File: config.mk
export PLATFORM = sky130hd
export DESIGN_NAME = multilevel_ready_queue
export DESIGN_NICKNAME = d
export VERILOG_FILES = /design/src/hw/rtl/mrq_pkg.sv /design/src/hw/rtl/multilevel_ready_queue.sv
export VERILOG_INCLUDE_DIRS = /design/src /design/src/hw/rtl
export SDC_FILE = /design/constraint.sdc
export NUM_CORES = 2
export LEC_CHECK = 0
export BUFFER_PORTS_ARGS = -buffer_cell sky130_fd_sc_hd__buf_2
export CAP_MARGIN = 20
export CORE_MARGIN = 2
export CORE_UTILIZATION = 35
export CTS_CLUSTER_SIZE = 40
export DETAILED_ROUTE_END_ITERATION = 10
export GPL_ROUTABILITY_DRIVEN = 0
export SKIP_CTS_REPAIR_TIMING = 1
export SYNTH_ARGS = -nofsm -noshare
export SYNTH_HDL_FRONTEND = slang
export SYNTH_SLANG_ARGS = --single-unit
File: constraint.sdc
create_clock -name clock -period 13.6 [get_ports clock]
set_clock_uncertainty 0.1 [all_clocks]
set_input_delay 1.36 -clock clock [delete_from_list [all_inputs] [get_ports clock]]
set_output_delay 1.36 -clock clock [all_outputs]
set_load 0.1 [all_outputs]
File: src/hw/rtl/multilevel_ready_queue_macros.svh
// ----------------------------------------------------------------------------
// Multilevel ready queue assertion macros
// Shared macros for the concurrent assertions of the ready queue RTL.
// ----------------------------------------------------------------------------
`ifndef MULTILEVEL_READY_QUEUE_MACROS_SVH
`define MULTILEVEL_READY_QUEUE_MACROS_SVH

// The consequent must hold in the same cycle as the antecedent.
`define MRQ_ASSERT_SAME(label, clk, rst, ante, cons, msg) \
   label: assert property (@(posedge clk) disable iff (rst) (ante) |-> (cons)) \
      else $error(msg);

// The consequent must hold in the cycle after the antecedent.
`define MRQ_ASSERT_NEXT(label, clk, rst, ante, cons, msg) \
   label: assert property (@(posedge clk) disable iff (rst) (ante) |=> (cons)) \
      else $error(msg);

`endif

File: src/hw/rtl/mrq_pkg.sv
// ----------------------------------------------------------------------------
// Multilevel ready queue package
// Sizes, codes and sequencer states shared by the ready queue RTL.
// ----------------------------------------------------------------------------
`default_nettype none

package mrq_pkg;

   // Sizing of the queue.
   localparam int MAX_THREADS = 64;
   localparam int NUM_BUCKETS = 4;
   localparam int TICK_BITS   = 32;

   localparam int ID_W    = $clog2(MAX_THREADS);
   localparam int BKT_W   = $clog2(NUM_BUCKETS);
   localparam int CNT_W   = $clog2(MAX_THREADS + 1);
   localparam int THR_W   = 16;
   localparam int DATA_W  = 32;
   localparam int ADDR_W  = 3;
   localparam int FUNC_W  = 2;
   localparam int STAT_W  = 2;

   // First id that is out of range, one bit wider than an id.
   localparam logic [ID_W:0] THREAD_LIMIT = (ID_W + 1)'(MAX_THREADS);

   // Bucket that every id uses in single-queue mode.
   localparam logic [BKT_W-1:0] DEFAULT_BUCKET = BKT_W'(2);

   // Reset value of the starvation threshold.
   localparam logic [THR_W-1:0] THRESHOLD_RESET = THR_W'(100);

   // Register index, taken from the word address bit of the bus.
   localparam logic REG_SINGLE_MODE = 1'b0;
   localparam logic REG_STARVATION  = 1'b1;

   typedef enum logic [FUNC_W-1:0] {
      FN_ENQUEUE = 2'd0,
      FN_DEQUEUE = 2'd1,
      FN_REMOVE  = 2'd2,
      FN_TICK    = 2'd3
   } func_type;

   typedef enum logic [STAT_W-1:0] {
      ST_OK        = 2'd0,
      ST_DUPLICATE = 2'd1,
      ST_EMPTY     = 2'd2,
      ST_NOT_QUEUED = 2'd3
   } status_type;

   typedef enum logic [1:0] {
      SQ_IDLE,
      SQ_LOOKUP,
      SQ_EXEC
   } state_type;

endpackage

`default_nettype wire

File: src/hw/rtl/multilevel_ready_queue.sv
// Flow: the idle state takes a request, the lookup state reads its links
// and the exec state modifies, writes back and registers the result,
// holding while the response is stalled. Requests are taken only in idle.
// Reset: synchronous; it clears the queued flags, bucket state, time
// counter and registers. The link memories need no clearing pass.
// ----------------------------------------------------------------------------
// Multilevel ready queue
// Four FIFO buckets of thread ids with per-thread links held in memories,
// priority dequeue with starvation aging, remove from anywhere, time ticks.
// ----------------------------------------------------------------------------
`default_nettype none

`include "multilevel_ready_queue_macros.svh"

module multilevel_ready_queue (
   input  wire logic                          clock,
   input  wire logic                          reset,
   // Request channel.
   input  wire logic                          req_valid,
   output logic                               req_stall,
   input  wire logic [mrq_pkg::FUNC_W-1:0]    req_func,
   input  wire logic [mrq_pkg::ID_W-1:0]      req_thread_id,
   input  wire logic [mrq_pkg::BKT_W-1:0]     req_bucket,
   // Response channel.
   output logic                               rsp_valid,
   input  wire logic                          rsp_stall,
   output logic [mrq_pkg::STAT_W-1:0]         rsp_status,
   output logic [mrq_pkg::ID_W-1:0]           rsp_chosen_thread,
   output logic [mrq_pkg::CNT_W-1:0]          rsp_ready_count,
   // Register port.
   input  wire logic                          csr_psel,
   input  wire logic                          csr_penable,
   input  wire logic                          csr_pwrite,
   input  wire logic [mrq_pkg::ADDR_W-1:0]    csr_paddr,
   input  wire logic [mrq_pkg::DATA_W-1:0]    csr_pwdata,
   output logic [mrq_pkg::DATA_W-1:0]         csr_prdata,
   output logic                               csr_pready
);

   import mrq_pkg::*;

   // ------------------------------------------------------------------
   // Declarations
   // ------------------------------------------------------------------
   state_type               state_ff, state_in;

   func_type                item_func_ff;
   logic [ID_W-1:0]         item_id_ff;
   logic [BKT_W-1:0]        item_bucket_ff;

   logic [BKT_W-1:0]        pick_ff, pick_in;
   logic                    pick_ok_ff, pick_ok_in;
   logic [ID_W-1:0]         addr_ff, addr_in;

   logic [ID_W-1:0]         rd_next_ff;
   logic [ID_W-1:0]         rd_prev_ff;
   logic [BKT_W-1:0]        rd_bucket_ff;

   logic [ID_W-1:0]         next_mem   [MAX_THREADS];
   logic [ID_W-1:0]         prev_mem   [MAX_THREADS];
   logic [BKT_W-1:0]        bucket_mem [MAX_THREADS];

   logic [ID_W-1:0]         head_ff   [NUM_BUCKETS];
   logic [ID_W-1:0]         head_in   [NUM_BUCKETS];
   logic [ID_W-1:0]         tail_ff   [NUM_BUCKETS];
   logic [ID_W-1:0]         tail_in   [NUM_BUCKETS];
   logic [NUM_BUCKETS-1:0]  empty_ff, empty_in;
   logic [TICK_BITS-1:0]    served_ff [NUM_BUCKETS];
   logic [TICK_BITS-1:0]    served_in [NUM_BUCKETS];
   logic [TICK_BITS-1:0]    tick_ff, tick_in;
   logic [CNT_W-1:0]        total_ff, total_in;
   logic [MAX_THREADS-1:0]  queued_ff;

   logic                    single_mode_ff;
   logic [THR_W-1:0]        threshold_ff;

   logic                    rsp_valid_ff;
   logic [STAT_W-1:0]       rsp_status_ff, rsp_status_in;
   logic [ID_W-1:0]         rsp_chosen_ff, rsp_chosen_in;
   logic [CNT_W-1:0]        rsp_count_ff;

   logic                    req_take;
   logic                    out_free;
   logic                    exec_fire;
   logic                    id_ok;
   logic                    csr_write;

   logic [NUM_BUCKETS-1:0]  aged;

   logic                    next_we;
   logic [ID_W-1:0]         next_wa, next_wd;
   logic                    prev_we;
   logic [ID_W-1:0]         prev_wa, prev_wd;
   logic                    bkt_we;
   logic [BKT_W-1:0]        bkt_wd;
   logic                    q_set, q_clr;

   logic                    unlink_go;
   logic [BKT_W-1:0]        enq_b;
   logic [BKT_W-1:0]        unl_b;
   logic                    is_head, is_tail;

   // ------------------------------------------------------------------
   // Handshake terms
   // ------------------------------------------------------------------
   assign req_take  = req_valid && !req_stall;
   assign out_free  = !rsp_valid_ff || !rsp_stall;
   assign exec_fire = (state_ff == SQ_EXEC) && out_free;
   assign id_ok     = ({1'b0, addr_ff} < THREAD_LIMIT);

   // ------------------------------------------------------------------
   // Sequencer: accept, look up the links, then modify and write back.
   // Only one item is in flight, so a write always lands before the next
   // item reads the link memories and no forwarding is needed.
   // ------------------------------------------------------------------
   always_ff @(posedge clock) begin
      if (reset) begin
         state_ff <= SQ_IDLE;
      end else begin
         state_ff <= state_in;
      end
   end

   always_comb begin
      state_in  = state_ff;
      req_stall = 1'b1;
      case (state_ff)
         SQ_IDLE: begin
            req_stall = 1'b0;
            if (req_valid) begin
               state_in = SQ_LOOKUP;
            end
         end
         SQ_LOOKUP: begin
            state_in = SQ_EXEC;
         end
         SQ_EXEC: begin
            if (out_free) begin
               state_in = SQ_IDLE;
            end
         end
         default: begin
            state_in = SQ_IDLE;
         end
      endcase
   end

   // Capture the request fields on a transfer.
   always_ff @(posedge clock) begin
      if (req_take) begin
         item_func_ff   <= func_type'(req_func);
         item_id_ff     <= req_thread_id;
         item_bucket_ff <= req_bucket;
      end
   end

   // ------------------------------------------------------------------
   // Dequeue choice, not single mode: lowest starving, else highest busy.
   // ------------------------------------------------------------------
   always_comb begin
      aged = '0;
      for (int b = 0; b < NUM_BUCKETS - 1; b++) begin
         aged[b] = !empty_ff[b] &&
                   ((tick_ff - served_ff[b]) >= TICK_BITS'(threshold_ff));
      end
   end

   always_comb begin
      pick_in    = '0;
      pick_ok_in = 1'b0;
      if (single_mode_ff) begin
         pick_in    = DEFAULT_BUCKET;
         pick_ok_in = !empty_ff[DEFAULT_BUCKET];
      end else begin
         for (int b = 0; b < NUM_BUCKETS; b++) begin
            if (!empty_ff[b]) begin
               pick_in    = BKT_W'(b);
               pick_ok_in = 1'b1;
            end
         end
         for (int b = NUM_BUCKETS - 2; b >= 0; b--) begin
            if (aged[b]) begin
               pick_in    = BKT_W'(b);
               pick_ok_in = 1'b1;
            end
         end
      end
      if (item_func_ff == FN_DEQUEUE) begin
         addr_in = head_ff[pick_in];
      end else begin
         addr_in = item_id_ff;
      end
   end

   always_ff @(posedge clock) begin
      if (state_ff == SQ_LOOKUP) begin
         pick_ff    <= pick_in;
         pick_ok_ff <= pick_ok_in;
         addr_ff    <= addr_in;
      end
   end

   // ------------------------------------------------------------------
   // Link memories: read in the lookup cycle, written in the exec cycle.
   // ------------------------------------------------------------------
   always_ff @(posedge clock) begin
      if (state_ff == SQ_LOOKUP) begin
         rd_next_ff   <= next_mem[addr_in];
         rd_prev_ff   <= prev_mem[addr_in];
         rd_bucket_ff <= bucket_mem[addr_in];
      end
   end

   always_ff @(posedge clock) begin
      if (exec_fire && next_we) begin
         next_mem[next_wa] <= next_wd;
      end
      if (exec_fire && prev_we) begin
         prev_mem[prev_wa] <= prev_wd;
      end
      if (exec_fire && bkt_we) begin
         bucket_mem[addr_ff] <= bkt_wd;
      end
   end

   // ------------------------------------------------------------------
   // Modify: work out the memory writes and the new bucket state.
   // ------------------------------------------------------------------
   always_comb begin
      head_in       = head_ff;
      tail_in       = tail_ff;
      empty_in      = empty_ff;
      served_in     = served_ff;
      tick_in       = tick_ff;
      total_in      = total_ff;
      next_we       = 1'b0;
      next_wa       = addr_ff;
      next_wd       = addr_ff;
      prev_we       = 1'b0;
      prev_wa       = addr_ff;
      prev_wd       = addr_ff;
      bkt_we        = 1'b0;
      q_set         = 1'b0;
      q_clr         = 1'b0;
      unlink_go     = 1'b0;
      rsp_status_in = ST_OK;
      rsp_chosen_in = '0;
      enq_b         = single_mode_ff ? DEFAULT_BUCKET : item_bucket_ff;
      bkt_wd        = enq_b;
      unl_b         = rd_bucket_ff;
      is_head       = (head_ff[unl_b] == addr_ff);
      is_tail       = (tail_ff[unl_b] == addr_ff);

      case (item_func_ff)
         FN_ENQUEUE: begin
            if (!id_ok) begin
               rsp_status_in = ST_NOT_QUEUED;
            end else if (queued_ff[addr_ff]) begin
               rsp_status_in = ST_DUPLICATE;
            end else begin
               // Append at the tail; an empty bucket takes the id as head.
               if (empty_ff[enq_b]) begin
                  head_in[enq_b] = addr_ff;
               end else begin
                  next_we = 1'b1;
                  next_wa = tail_ff[enq_b];
                  next_wd = addr_ff;
                  prev_we = 1'b1;
                  prev_wa = addr_ff;
                  prev_wd = tail_ff[enq_b];
               end
               tail_in[enq_b]  = addr_ff;
               empty_in[enq_b] = 1'b0;
               bkt_we          = 1'b1;
               q_set           = 1'b1;
               total_in        = total_ff + CNT_W'(1);
            end
         end
         FN_DEQUEUE: begin
            if (!pick_ok_ff) begin
               rsp_status_in = ST_EMPTY;
            end else begin
               unlink_go          = 1'b1;
               rsp_chosen_in      = addr_ff;
               served_in[pick_ff] = tick_ff;
            end
         end
         FN_REMOVE: begin
            if (!id_ok || !queued_ff[addr_ff]) begin
               rsp_status_in = ST_NOT_QUEUED;
            end else begin
               unlink_go = 1'b1;
            end
         end
         FN_TICK: begin
            tick_in = tick_ff + TICK_BITS'(1);
         end
         default: begin
            rsp_status_in = ST_OK;
         end
      endcase

      // Unlink from the bucket recorded for the id when it was queued.
      if (unlink_go) begin
         if (is_head && is_tail) begin
            empty_in[unl_b] = 1'b1;
         end else if (is_head) begin
            head_in[unl_b] = rd_next_ff;
         end else if (is_tail) begin
            tail_in[unl_b] = rd_prev_ff;
         end else begin
            next_we = 1'b1;
            next_wa = rd_prev_ff;
            next_wd = rd_next_ff;
            prev_we = 1'b1;
            prev_wa = rd_next_ff;
            prev_wd = rd_prev_ff;
         end
         q_clr = 1'b1;
         if (total_ff != '0) begin
            total_in = total_ff - CNT_W'(1);
         end
      end
   end

   // ------------------------------------------------------------------
   // Write back the bucket state and the queued flags.
   // ------------------------------------------------------------------
   always_ff @(posedge clock) begin
      if (reset) begin
         empty_ff  <= '1;
         tick_ff   <= '0;
         total_ff  <= '0;
         queued_ff <= '0;
         for (int b = 0; b < NUM_BUCKETS; b++) begin
            served_ff[b] <= '0;
         end
      end else if (exec_fire) begin
         empty_ff  <= empty_in;
         tick_ff   <= tick_in;
         total_ff  <= total_in;
         served_ff <= served_in;
         if (q_set) begin
            queued_ff[addr_ff] <= 1'b1;
         end
         if (q_clr) begin
            queued_ff[addr_ff] <= 1'b0;
         end
      end
   end

   // Head and tail pointers carry no reset; their values are used only once written.
   always_ff @(posedge clock) begin
      if (exec_fire) begin
         head_ff <= head_in;
         tail_ff <= tail_in;
      end
   end

   // ------------------------------------------------------------------
   // Response register, loaded as the item finishes.
   // ------------------------------------------------------------------
   always_ff @(posedge clock) begin
      if (reset) begin
         rsp_valid_ff <= 1'b0;
      end else if (exec_fire) begin
         rsp_valid_ff <= 1'b1;
      end else if (!rsp_stall) begin
         rsp_valid_ff <= 1'b0;
      end
   end

   always_ff @(posedge clock) begin
      if (exec_fire) begin
         rsp_status_ff <= rsp_status_in;
         rsp_chosen_ff <= rsp_chosen_in;
         rsp_count_ff  <= total_in;
      end
   end

   assign rsp_valid         = rsp_valid_ff;
   assign rsp_status        = rsp_status_ff;
   assign rsp_chosen_thread = rsp_chosen_ff;
   assign rsp_ready_count   = rsp_count_ff;

   // ------------------------------------------------------------------
   // Register port.
   // ------------------------------------------------------------------
   assign csr_write  = csr_psel && csr_penable && csr_pwrite && csr_pready;
   assign csr_pready = 1'b1;

   always_ff @(posedge clock) begin
      if (reset) begin
         single_mode_ff <= 1'b0;
         threshold_ff   <= THRESHOLD_RESET;
      end else if (csr_write) begin
         if (csr_paddr[2] == REG_SINGLE_MODE) begin
            single_mode_ff <= csr_pwdata[0];
         end else begin
            threshold_ff <= csr_pwdata[THR_W-1:0];
         end
      end
   end

   always_comb begin
      if (csr_paddr[2] == REG_STARVATION) begin
         csr_prdata = DATA_W'(threshold_ff);
      end else begin
         csr_prdata = DATA_W'(single_mode_ff);
      end
   end

   // ------------------------------------------------------------------
   // Assertions
   // ------------------------------------------------------------------
   `MRQ_ASSERT_SAME(a_count_matches_flags, clock, reset, 1'b1,
      total_ff == CNT_W'($countones(queued_ff)), "queued count disagrees with flags")
   `MRQ_ASSERT_SAME(a_all_empty_no_count, clock, reset, &empty_ff,
      total_ff == '0, "all buckets empty but ids counted as queued")
   `MRQ_ASSERT_SAME(a_dequeue_queued, clock, reset,
      exec_fire && item_func_ff == FN_DEQUEUE && pick_ok_ff,
      queued_ff[addr_ff], "dequeue hands out an id that is not queued")
   `MRQ_ASSERT_NEXT(a_enqueue_sets_flag, clock, reset,
      exec_fire && item_func_ff == FN_ENQUEUE && rsp_status_in == ST_OK,
      queued_ff[$past(addr_ff)], "enqueued id not marked as queued")

endmodule

`default_nettype wire
---- Yosys cells after proc, flatten, opt, wreduce, memory -nomap -nowiden ----
Memories as Yosys holds them, arrays and structs flattened. A register that Yosys moved wholly into a read port is not among the register bits.
Index checks and enable logic that the tools add are counted.
word-level totals
  flip-flop bits (word level) ............. 337
  logic and storage cells ................. 219
  memories kept ........................... 3
  output and inout port bits .............. 50
  memory bits (writable) .................. 896
memory list
  memory      words  width  rd ports  clocked after Yosys merged registers in  write ports  RTL line                      source
  next_mem    64     6      1         1                                        1            multilevel_ready_queue.sv:59  logic [ID_W-1:0] next_mem [MAX_THREADS];
  prev_mem    64     6      1         1                                        1            multilevel_ready_queue.sv:60  logic [ID_W-1:0] prev_mem [MAX_THREADS];
  bucket_mem  64     2      1         1                                        1            multilevel_ready_queue.sv:61  logic [BKT_W-1:0] bucket_mem [MAX_THREADS];
cells by class
  bitwise gates (word level) .............. 11
  reduce and logical (&&, ||, !) cells .... 31
  multiplexer cells ....................... 113
  $add $sub $neg .......................... 6
  $lt $le $gt $ge ......................... 16
  eq/ne operators ......................... 10
operators by type and width
  operator               number
  $mux 24                12
  $mux 64                4
  $mux 6                 22
  $bwmux 128             1
  $bwmux 24              4
  $ge 32x16->1           3
  $sub 32x32->32         3
  $and 64x64->64         1
  $demux 32 s2           1
  $not 64->64            1
  $or 64x64->64          1
  $bmux 6 s2             4
  $mux 1                 34
  $add 32x1->32 const B  1
  $mux 32                1
  $mux 7                 4
  $demux 6 s2            2
  $mux 2                 11
  $logic_and 1x1->1      16
  $mux 16                1
  $mux 4                 4
  $eq 6x6->1             2
  $ge 3x3->1 const B     4
  $not 2->3              4
  other kinds (27)       46

---- Longest topological paths before layout ----
  depth after elaboration ................. 14
  mapped depth ............................ 31

---- Worst setup path before layout ----
No wires, ideal clock.
  path kind ............................... flip-flop to flip-flop
  start ................................... reg tick_ff[0]
  end ..................................... reg rd_prev_ff[3] (read register of prev_mem) (data pin)
  library setup time ...................... 0.265 ns
  stages on the path, launching flop included .. 30
  data required time ...................... 13.235 ns
  setup slack ............................. 6.834 ns
  arrival time ............................ 6.400 ns
  cell sequence ........................... dfxtp_1 inv_1 ha_1 inv_1 fa_1 a211oi_1 o211ai_1 a211oi_1 xnor2_1 ha_1 a21o_1 a21oi_1 o21ai_0 a221oi_1 nand3_1 or4_1 or4_4 o41ai_2 a21o_1 buf_4 mux2i_1 o221a_2 buf_6 buf_6 buf_6 clkbuf_1 nand2_1 a32oi_1 o211ai_1 or3_1
on the way
  longest elaborated chain between the ends .. 12
RTL lines
  element                                      RTL line                       source
  from (decl)                                  multilevel_ready_queue.sv:70   logic [TICK_BITS-1:0] tick_ff, tick_in;
  from (signal assigned)                       multilevel_ready_queue.sv:340  tick_ff <= tick_in;
  $sub 32x32->32                               multilevel_ready_queue.sv:164  ((tick_ff - served_ff[b]) >= TICK_BITS'(threshold_ff));
  $ge 32x16->1                                 multilevel_ready_queue.sv:164
  $logic_and 1x1->1                            multilevel_ready_queue.sv:163  aged[b] = !empty_ff[b] &&
  $mux 2 (2 in a row)                          multilevel_ready_queue.sv:182  if (aged[b]) begin
  $mux 2 *                                     multilevel_ready_queue.sv:182
  $mux 2 *                                     multilevel_ready_queue.sv:171  if (single_mode_ff) begin
  net pick_in[1]                               multilevel_ready_queue.sv:51   logic [BKT_W-1:0] pick_ff, pick_in;
  $not 2->3 (implied by the code) *            multilevel_ready_queue.sv:189  addr_in = head_ff[pick_in];
  $bmux 6 s2 *                                 multilevel_ready_queue.sv:189
  $mux 6 (implied by the code) * (2 in a row)  multilevel_ready_queue.sv:189
  $mux 6 *                                     multilevel_ready_queue.sv:188  if (item_func_ff == FN_DEQUEUE) begin
  to (decl)                                    multilevel_ready_queue.sv:56   logic [ID_W-1:0] rd_prev_ff;
Mark *: on every way through the listed nets, which the timed path passes. The rest lies on a longest branch. The select of a mux whose other input is x is not followed.
A chain may end at the register's enable or synchronous reset.

---- Final worst setup path ----
  start ................................... reg tick_ff[0]
  end ..................................... reg rd_prev_ff[4] (read register of prev_mem) (data pin)
on the way
  longest elaborated chain between the ends .. 12
RTL lines
  element                                      RTL line
  $sub 32x32->32                               multilevel_ready_queue.sv:164
  $ge 32x16->1                                 multilevel_ready_queue.sv:164
  $logic_and 1x1->1                            multilevel_ready_queue.sv:163
  $mux 2 (2 in a row)                          multilevel_ready_queue.sv:182
  $mux 2 *                                     multilevel_ready_queue.sv:182
  $mux 2 *                                     multilevel_ready_queue.sv:171
  $not 2->3 (implied by the code) *            multilevel_ready_queue.sv:189
  $bmux 6 s2 *                                 multilevel_ready_queue.sv:189
  $mux 6 (implied by the code) * (2 in a row)  multilevel_ready_queue.sv:189
  $mux 6 *                                     multilevel_ready_queue.sv:188
Every way passes the cells marked *; elsewhere a longest branch is shown, timed or not. The select of a mux whose other input is x is not followed.

==> impl_metrics.yaml <==
run_status:
  outcome: "finished, violations left"
  violations: "design-rule violations"
synthesis:
  share_of_flip_flops_with_an_asynchronous_set_or_reset_after_synthesis_pct: 0
  yosysUniqueCellTypes: 96
  synth_seq_cells: 1215
  synth.yosys.seq_area_share_pct: 59.0
  synth_enable_flop_cells: 992
  dominantRegCellSynth: "sky130_fd_sc_hd__edfxtp_1"
  postSynthAreaPerCell_um2: 11.6
  ys.warnings.count: 0
  mappedNetlistArea_mm2: 0.0581
  postSynthCellCount: 5008
drt:
  routed_via_density: 5.45
  dr_vias: 39800
  route.detailed.drc: 8
  wire_per_inst_um: 21.4
  antenna_violating_nets_post_route: 0
  initialDrtViolationCount: 4182
  finalWirelength_mm: 156
  drt_first_pass_iters: 11
sta:
  period_needed_ns: 9.91
  timing_worst_slew_pin_value_ns: 1.29
  fin_crit_sh_pct: 72.9
  relSlewSlack_pct: 13.2
  timing_max_transition_violations_final: 0
  final-hold-violation-count: 0
  unrepaired_setup_endpoints_after_global_routing: "false"
  fin_setup_tns_ns: 0
  hold-worst-slack_ns: 0.352
  max_freq_mhz: 101
  timing.final.setup_violations: 0
clocking:
  clkLatencyLatePin_ns: 0.78
  cts_buffers: 133
  ctsLongestPathBuffers: 3
  path_clk_slew_ns: 0.06
  cts-htree-levels: 4
  clock_sink_count: 1215
  cts_tree: "done"
  clockRootBuffer: "sky130_fd_sc_hd__clkbuf_16"
setup_path:
  worst_ep_required_time_ns: 13.94
  setup.worst_path.start: "tick_ff[0]"
  delay_of_the_slowest_cell_on_the_worst_path_ns: 0.75
  critical_path_at_ns: 10.25
  critical-path-top-cell-by-count: "sky130_fd_sc_hd__a211oi_1"
  worst_reg2reg_setup_slack_ns: 3.69
  critical_path_class: "flip-flop to flip-flop"
  critical_path.endpoint: "rd_prev_ff[4]"
  timing.critical_path.fanout_max: 111
  worstRegToRegCells: 28
  critical_path.reg2reg.startpoint: "tick_ff[0]"
  cpMaxStageDelayCell: "sky130_fd_sc_hd__a211oi_1"
  worst_reg2reg_endpoint: "rd_prev_ff[4]"
  timing.critical_path.to_type: "flip-flop"
  worstSetupStartpointType: "flip-flop"
global_routing:
  residual_overflow_from_global_routing: 0
  use_met2_pct: 29.5
  grt.met3_usage_pct: 2.75
  first_global_vias: 38100
  grt.busiest_layer: "met2"
  first_pass_grt_wire_length_mm: 235
  grtUsageMet1_pct: 24.7
  grt_antenna_before_repair: 1
  pin_count_of_the_biggest_net_entering_global_routing: 144
  grt.total_usage_pct: 18.1
place:
  io_buffer_count: 66
  post-place-cells: 7051
  place_hpwl_mm: 102
cells_and_area:
  multi_input_comb_area_mm2: 0.0220
  final_nets: 5205
  layout_cell_share_with_drive_strength_beyond_1_pct: 8.56
  seq_area_mm2: 0.0343
  syn_to_final_growth_pct: 11.7
  layoutNonFillerInstCount: 7299
  filler_cell_count: 15700
floorplan:
  std_cell_rows: 149
  core-area_mm2: 0.165
  dieArea_mm2: 0.169
  initial_utilization_pct: 35.2
  die_h_um: 411
  die-width_um: 411
  io_pins: 102
min_path:
  min_path_type: "flip-flop to flip-flop"
power:
  power.static_leakage_nw: 23.1
  finalPower_mw: 8.28
  power_per_unit_of_standard_cell_area_mw_per_mm2: 127
  ir_worst_vdd_uv: 113
run:
  max-cap-violations: 0
[through the flow]
stage	area [um2]	util [%]	worst slack, ns
6_report	64900	39.3	3.69
5_1_grt	64900	39.3	3.20
4_1_cts	64800	39.3	3.76
3_5_place_dp	60500	36.7	3.78
3_3_place_gp	60500	36.7	3.79
2_1_floorplan	58100	-	6.83
[how the worst min path moves through the flow]
stage / from / endpoint / slack, ns / cells past startpoint
after global placement: served_ff[110] / served_ff[110] / 0.34 / 2
final: served_ff[84] / served_ff[84] / 0.35 / 2
after CTS: served_ff[65] / served_ff[65] / 0.35 / 2
after global routing: served_ff[40] / served_ff[40] / 0.37 / 2
after floorplan: served_ff[100] / served_ff[100] / 0.34 / 2
after detailed placement: served_ff[65] / served_ff[65] / 0.35 / 2
[cells in the final DEF, fill, tap and decap left out, types with 52 or more instances in the layout]
master / n
sky130_fd_sc_hd__a211oi_1: 92
sky130_fd_sc_hd__a21oi_1: 297
sky130_fd_sc_hd__a32oi_1: 87
sky130_fd_sc_hd__buf_2: 66
sky130_fd_sc_hd__buf_4: 68
sky130_fd_sc_hd__clkbuf_16: 137
sky130_fd_sc_hd__dfxtp_1: 223
sky130_fd_sc_hd__edfxtp_1: 992
sky130_fd_sc_hd__ha_1: 148
sky130_fd_sc_hd__inv_1: 156
sky130_fd_sc_hd__mux2i_1: 474
sky130_fd_sc_hd__nand2_1: 709
sky130_fd_sc_hd__nand3_1: 123
sky130_fd_sc_hd__nand4_1: 70
sky130_fd_sc_hd__nor2_1: 492
sky130_fd_sc_hd__o21ai_0: 88
sky130_fd_sc_hd__xor2_1: 52
[critical path, delay by kind of cell (launching register included)]
family                   cells  cell delay [ns]
AO/OA/AOI/OAI               11             3.21
XOR/XNOR                     1             0.16
adder cells (fa/ha/maj)      3             0.93
buffers and inverters        5             2.04
flip-flops                   1             0.38
multiplexers                 1             0.38
AND/OR/NAND/NOR              7             2.24
[registers in the layout (all words and copies together) (netlist names), 4 cells and up]
name               count
threshold_ff          16
empty_ff               4
head_ff               24
rd_next_ff             6
item_id_ff             6
rsp_chosen_thread      6
total_ff               7
bucket_mem           128
rd_prev_ff             6
rsp_ready_count        7
queued_ff             64
served_ff             96
next_mem             384
tick_ff               32
addr_ff                6
tail_ff               24
prev_mem             384
[routing by layer]
metal	up-vias	part of all wire [%]
met4	0	2.6
met3	259	6.3
met1	19700	44
li1	18500	-
met5	-	0
met2	1309	47
[cell usage after synthesis, types with 50 or more instances]
master | instances | share of area, %
sky130_fd_sc_hd__a211oi_1 | 92 | 1.2
sky130_fd_sc_hd__xnor2_1 | 51 | 0.77
sky130_fd_sc_hd__inv_1 | 163 | 1.1
sky130_fd_sc_hd__dfxtp_1 | 223 | 7.7
sky130_fd_sc_hd__ha_1 | 148 | 3.2
sky130_fd_sc_hd__buf_2 | 62 | 0.53
sky130_fd_sc_hd__a21oi_1 | 297 | 2.6
sky130_fd_sc_hd__nand2_1 | 709 | 4.6
sky130_fd_sc_hd__nor2_1 | 492 | 3.2
sky130_fd_sc_hd__nor3_1 | 50 | 0.43
sky130_fd_sc_hd__nand4_1 | 70 | 0.75
sky130_fd_sc_hd__o21ai_0 | 89 | 0.77
sky130_fd_sc_hd__xor2_1 | 52 | 0.78
sky130_fd_sc_hd__nand3_1 | 123 | 1.1
sky130_fd_sc_hd__clkbuf_1 | 184 | 1.2
sky130_fd_sc_hd__a32oi_1 | 87 | 1.3
sky130_fd_sc_hd__mux2i_1 | 474 | 8.2
sky130_fd_sc_hd__edfxtp_1 | 992 | 51
[logic make-up (layout without fill, tap and decap cells)]
logic type / Yosys count / count (layout) / synth area share (%)
adder cells (fa/ha/maj): 151 / 151 / 3.29
flip-flops: 1215 / 1215 / 59.0
AO/OA/AOI/OAI: 885 / 885 / 10.4
other: 2 / 19 / 0.0129
AND/OR/NAND/NOR: 1645 / 1645 / 12.4
multiplexers: 540 / 540 / 9.93
XOR/XNOR: 103 / 103 / 1.55
buffers and inverters: 467 / 552 / 3.49
[power by group]
part / switching (mW) / total (mW) / internal (mW)
logic: 0.448 / 0.631 / 0.183
registers: 0.0195 / 4.08 / 4.06
clock network: 1.54 / 3.57 / 2.03
[layout make-up]
class	instances	area share [%]
Sequential cell	1215	52.8
Multi-Input combinational cell	3341	33.8
Clock buffer	180	5.62
Tap cell	2189	4.22
Timing Repair Buffer	141	1.52
Clock inverter	61	1.05
Inverter	170	0.996
Antenna cell	2	0.00771
Power figures use the tool's default switching activity.
